`config.mk`:
```
export PLATFORM = sky130hd
export DESIGN_NAME = parl_scan
export DESIGN_NICKNAME = d
export VERILOG_FILES = /design/src/rtl/core/parl_pkg.sv /design/src/rtl/core/parl_scan.sv
export SDC_FILE = /design/constraint.sdc
export NUM_CORES = 1
export LEC_CHECK = 0
export BUFFER_PORTS_ARGS = -buffer_cell sky130_fd_sc_hd__buf_2
export CORE_MARGIN = 2
export CORE_UTILIZATION = 53
export DETAILED_ROUTE_END_ITERATION = 10
export GPL_TIMING_DRIVEN = 0
export PLACE_DENSITY = 0.81
export SYNTH_ARGS = -nofsm -noshare
export SYNTH_HDL_FRONTEND = slang
export SYNTH_SLANG_ARGS = --single-unit
```
`constraint.sdc`:
```
create_clock -name vclk -period 18.4
set_input_delay 2.76 -clock vclk [all_inputs]
set_output_delay 2.76 -clock vclk [all_outputs]
set_load 0.01 [all_outputs]
```
`src/rtl/core/parl_pkg.sv`:
```
// Shared types and constants for the phase adaptive RRIP/LFU replacement block.
// Used by parl_scan and phase_adaptive_rrip_lfu_replacement; no dependencies.
`timescale 1ns / 1ps

package parl_pkg;

    // Geometry and policy constants
    localparam int NUM_SETS    = 2048;
    localparam int NUM_WAYS    = 16;
    localparam int WINDOW_LEN  = 32;
    localparam int REUSE_LIMIT = 7;
    localparam int REREF_BITS  = 2;

    localparam int SET_W     = $clog2(NUM_SETS);
    localparam int WAY_W     = $clog2(NUM_WAYS);
    localparam int RU_W      = $clog2(REUSE_LIMIT + 1);
    localparam int MIN_W     = $clog2(REUSE_LIMIT + 2);
    localparam int POS_W     = $clog2(WINDOW_LEN);
    localparam int HIT_W     = $clog2(WINDOW_LEN + 1);
    localparam int THR_W     = 6;
    localparam int HALF_WAYS = NUM_WAYS / 2;

    localparam logic [REREF_BITS-1:0] REREF_MAX = {REREF_BITS{1'b1}};
    localparam logic [THR_W-1:0]      THR_RESET = THR_W'(16);

    // Operation codes
    localparam logic OP_QUERY  = 1'b0;
    localparam logic OP_UPDATE = 1'b1;

    // Per-way replacement state
    typedef struct packed {
        logic [REREF_BITS-1:0] rr;
        logic [RU_W-1:0]       ru;
    } way_state_t;

    // One memory row: per-set window state plus all ways
    typedef struct packed {
        logic                         high_reuse;
        logic [HIT_W-1:0]             hits;
        logic [POS_W-1:0]             pos;
        way_state_t [NUM_WAYS-1:0]    ways;
    } set_row_t;

    // Running state of the victim scan
    typedef struct packed {
        logic [REREF_BITS-1:0] max_rr;
        logic [MIN_W-1:0]      min_ru;
        logic [WAY_W-1:0]      victim;
    } scan_carry_t;

    localparam scan_carry_t SCAN_INIT = '{
        max_rr: '0,
        min_ru: MIN_W'(REUSE_LIMIT + 1),
        victim: '0
    };

    typedef enum logic [1:0] {
        ST_CLEAR,
        ST_IDLE,
        ST_LOOK,
        ST_SCAN
    } state_t;

    // Row contents after reset
    function automatic set_row_t reset_row();
        set_row_t r;
        r.high_reuse = 1'b1;
        r.hits       = '0;
        r.pos        = '0;
        for (int i = 0; i < NUM_WAYS; i++) begin
            r.ways[i].rr = REREF_MAX;
            r.ways[i].ru = '0;
        end
        return r;
    endfunction

endpackage

```
`src/rtl/core/parl_scan.sv`:
```
// Ordered victim scan over half of the ways of one set.
// Depends on parl_pkg for way state and scan carry types.
`timescale 1ns / 1ps

module parl_scan (
    input  logic                                        high_reuse,
    input  parl_pkg::scan_carry_t                       carry_in,
    input  parl_pkg::way_state_t [parl_pkg::HALF_WAYS-1:0] ways,
    input  logic [parl_pkg::WAY_W-1:0]                  base,
    output parl_pkg::scan_carry_t                       carry_out
);

    // Walk the ways in order, letting each way that wins the comparison take over the running choice
    always_comb
    begin
        parl_pkg::scan_carry_t          c;
        logic                           take;
        logic [parl_pkg::REREF_BITS-1:0] rr;
        logic [parl_pkg::MIN_W-1:0]     ru;
        c = carry_in;
        for (int i = 0; i < parl_pkg::HALF_WAYS; i++)
        begin
            rr = ways[i].rr;
            ru = parl_pkg::MIN_W'(ways[i].ru);
            if (high_reuse)
            begin
                take = (rr >= c.max_rr) &&
                       ((ru < c.min_ru) || ((ru == c.min_ru) && (rr > c.max_rr)));
            end
            else
            begin
                take = (ru <= c.min_ru) &&
                       ((rr > c.max_rr) || ((rr == c.max_rr) && (ru < c.min_ru)));
            end
            if (take)
            begin
                c.victim = base + parl_pkg::WAY_W'(i);
                c.max_rr = rr;
                c.min_ru = ru;
            end
        end
        carry_out = c;
    end

endmodule

```
# Word level (Yosys, flattened, before mapping)
# Index checks and enable logic that the tools add are counted.
# W data, S select, Z words.
# totals
ff_bits	0
output_inout_bits	10
elab_cells	119
# op_classes
addsub	7
n_lt_le_gt_ge	32
eq_ne	16
muxes	16
n_reduce_logical	48
# op_table
cell	count
$mux W10	8
$eq A3 B4 Y1	8
$le A3 B4 Y1	8
$logic_and A1 B1 Y1	32
$lt A3 B4 Y1	8
$add A4 B3 Y4 const B	4
$eq A2 B2 Y1	8
$ge A2 B2 Y1	8
$gt A2 B2 Y1	8
$logic_or A1 B1 Y1	16
$add A4 B2 Y4 const B	2
$mux W1	8
$add A4 B1 Y4 const B	1

# Logic depth before layout (Yosys ltp)
# depth
word_depth	48
ltp_mapped	62
mapped_depth_nobuf	59

# Worst setup path after synthesis
# OpenSTA, ideal clock, no wires.
# synth_timing
path_kind	in2out
from	in ways[3] in the netlist's numbering
to	out carry_out[1] in the netlist's numbering
arrival_time_ps	13647
required_time_ps	15640
setup_slack_ps	1993
cell_stages	60
path_buffers	8
path_cell_list	inv_1 -> ha_1 -> nand2b_4 -> a21oi_1 -> a21o_2 -> buf_4 -> a21oi_1 -> ha_1 -> nor2b_4 -> o21ai_2 -> a211o_4 -> a221oi_1 -> or2_2 -> ha_1 -> and3b_1 -> a211oi_1 -> a211o_1 -> and2_4 -> (+24 left out) -> nor2_1 -> a21oi_1 -> inv_1 -> ha_1 -> a21o_1 -> a21oi_1 -> a41oi_1 -> a21oi_2 -> buf_2 -> mux2i_1 -> ha_1 -> a21o_1 -> a21oi_1 -> a41oi_1 -> a21oi_1 -> nor2_1 -> o21ai_0 -> o21ai_0
# synth_lines
item	line_no	source
from (decl)	parl_scan.sv:8	input parl_pkg::way_state_t [parl_pkg::HALF_WAYS-1:0] ways,
to (decl)	parl_scan.sv:10	output parl_pkg::scan_carry_t carry_out

==> impl_metrics.json <==
{
  "mostFrequentLayoutCells": "buf_2, ha_1, inv_1",
  "diodes": 0,
  "syn_area_mm2": 0.00238,
  "register_area_um2": 0,
  "crit_type": "primary input to output port",
  "die_x_um": 71.0,
  "vias": 2757,
  "status": "finished clean",
  "critPathMaxFanout": 10,
  "period_share": 0.951,
  "drive_gt1_frac": 0.285,
  "io_pins": 65,
  "startpoint": "carry_in[9]",
  "rsz0062_at_grt": "false",
  "routedWlPerCell_um": 14.6,
  "final_common_cell": "buf_2",
  "cp_data_required_time_ps": 15640,
  "ys_seq_area_frac": 0,
  "wirelength_um": 6520,
  "antenna_found_initial": 0,
  "via_per_inst": 6.20,
  "final_hold_viol_count": 0,
  "die_h_um": 71.0,
  "io_buffers": 63,
  "areaGrowthSynthToFinish_pct": 19.1,
  "grt-ovfl-total": 0,
  "maxCapViolCount": 0,
  "gp_congestion": 0.886,
  "grt_pass1_vias": 2596,
  "syn-num-nets": 429,
  "worstSetupEndpoint": "carry_out[9]",
  "drcViolationCount": 0,
  "core_area_mm2": 0.00435,
  "max_slew.worst_pin.slew_ps": 522,
  "drt_iter0_drc": 95,
  "cpPeakStageDelay_ps": 400,
  "period_needed_ps": 17500,
  "nClkBuffers": 0,
  "grtUsageTotal": 0.257,
  "yosysUniqueCellTypes": 55,
  "cp_slowest_cell": "a211o_4",
  "yosys_warnings": 0,
  "final_antenna_net_count": 0,
  "max_slew_margin": 0.652,
  "dpl.hpwl_um": 5510,
  "initial_utilization": 0.547,
  "rows": 24,
  "grt_pass1_wl_um": 11100,
  "nFlopsAndLatches": 0,
  "pre_cts_ws_ps": -146,
  "yosysTopAreaCell": "ha_1",
  "nets": 497,
  "report.final.slew_viol_count": 0,
  "crit_arrival_ps": 14740,
  "synth_cells": 327,
  "grt_start_max_net_pins": 11,
  "hold_class": "primary input to output port",
  "syn_avg_cell_area_um2": 7.28,
  "netlist.area_leader.share": 0.247,
  "fillers": 388,
  "setup_ws_ps": 904,
  "finalSetupViolations": 0,
  "start_kind": "primary input",
  "crit_top_cell": "ha_1",
  "yosys-top-cells-area": "ha_1, a21oi_1, inv_1",
  "critPathCaptureType": "output port",
  "die-area_mm2": 0.00504,
  "first_pass_iters": 7,
  "max_freq_ghz": 0.0572
}
-- repair_timing --
| item | 4_1_cts | 5_1_grt |
|---|---|---|
| setup endpoints to repair | 6 | 10 |
| buffers inserted | 0 | 4 |
| hold buffers | 0 | 0 |
| pin swaps | 0 | 2 |
| hold endpoints to repair | 0 | 0 |
| resized for setup | 1 | 15 |
-- metrics by stage --
| stage | instances | instance area, µm² | hold slack (ps) | setup TNS, ps | util |
|---|---|---|---|---|---|
| detailed placement | 442 | 2760 | 5850 | -689 | 0.634 |
| CTS | 442 | 2760 | 5850 | 0 | 0.635 |
| global placement | 442 | 2760 | 5840 | 0 | 0.634 |
| floorplan | 327 | 2380 | 5670 | 0 | - |
| global route | 445 | 2840 | 5860 | 0 | 0.651 |
| finish | 445 | 2840 | 5850 | 0 | 0.651 |
-- cells in the mapped netlist (all sizes together), types with 5 or more instances --
library cell   n
a211oi         8
a21o          13
a21oi         39
a221oi         9
a22oi          5
buf            6
clkbuf         6
ha            47
inv           36
mux2i          5
nand2         23
nand2b        10
nand3         13
nor2          18
nor3          10
o21a          10
o21ai         19
o311ai         5
-- worst min-delay path by stage --
stage,slack (ps),from,cells after the start,to
2_1_floorplan,5670,ways[35],1,carry_out[4]
3_3_place_gp,5840,ways[35],3,carry_out[4]
3_5_place_dp,5850,ways[35],3,carry_out[4]
4_1_cts,5850,ways[35],3,carry_out[4]
5_1_grt,5860,ways[38],3,carry_out[8]
6_report,5850,ways[38],3,carry_out[8]
-- cells by family (layout without fill, tap and decap cells) --
kind of cell | after synthesis | count (layout) | share of synthesized area
AOI/OAI and AO/OA | 132 | 132 | 0.435
xor gates and xnor gates | 3 | 3 | 0.0110
adders and majority gates | 47 | 47 | 0.247
buffers and inverters | 48 | 114 | 0.0831
muxes | 8 | 8 | 0.0352
and+or+nand+nor | 89 | 89 | 0.189
-- per-layer routing --
| metal | global-route usage | vias up | wire length [µm] |
|---|---|---|---|
| li1 | - | 1366 | - |
| met1 | 0.334 | 1265 | 2960 |
| met2 | 0.482 | 118 | 3140 |
| met3 | 0.00855 | 8 | 367 |
| met4 | 0.0294 | 0 | 58 |
| met5 | 0 | - | 0 |
-- cell type report --
class	instances	area, µm²	share of cell area
multi-input combinational	279	2220	0.784
tap	52	65.1	0.0229
buffer	11	67.6	0.0238
timing repair buffer	67	345	0.122
inverter	36	135	0.0477
-- worst max-delay path, delay by kind of cell --
kind | cells | cell delay [ps]
muxes | 1 | 200
buffers and inverters | 11 | 1910
and+or+nand+nor | 9 | 1370
AOI/OAI and AO/OA | 31 | 6160
adders and majority gates | 8 | 2310
Power is left out: the tool's default activity adds up to more than one toggle a clock period on the data nets, which glitch-free logic cannot reach.
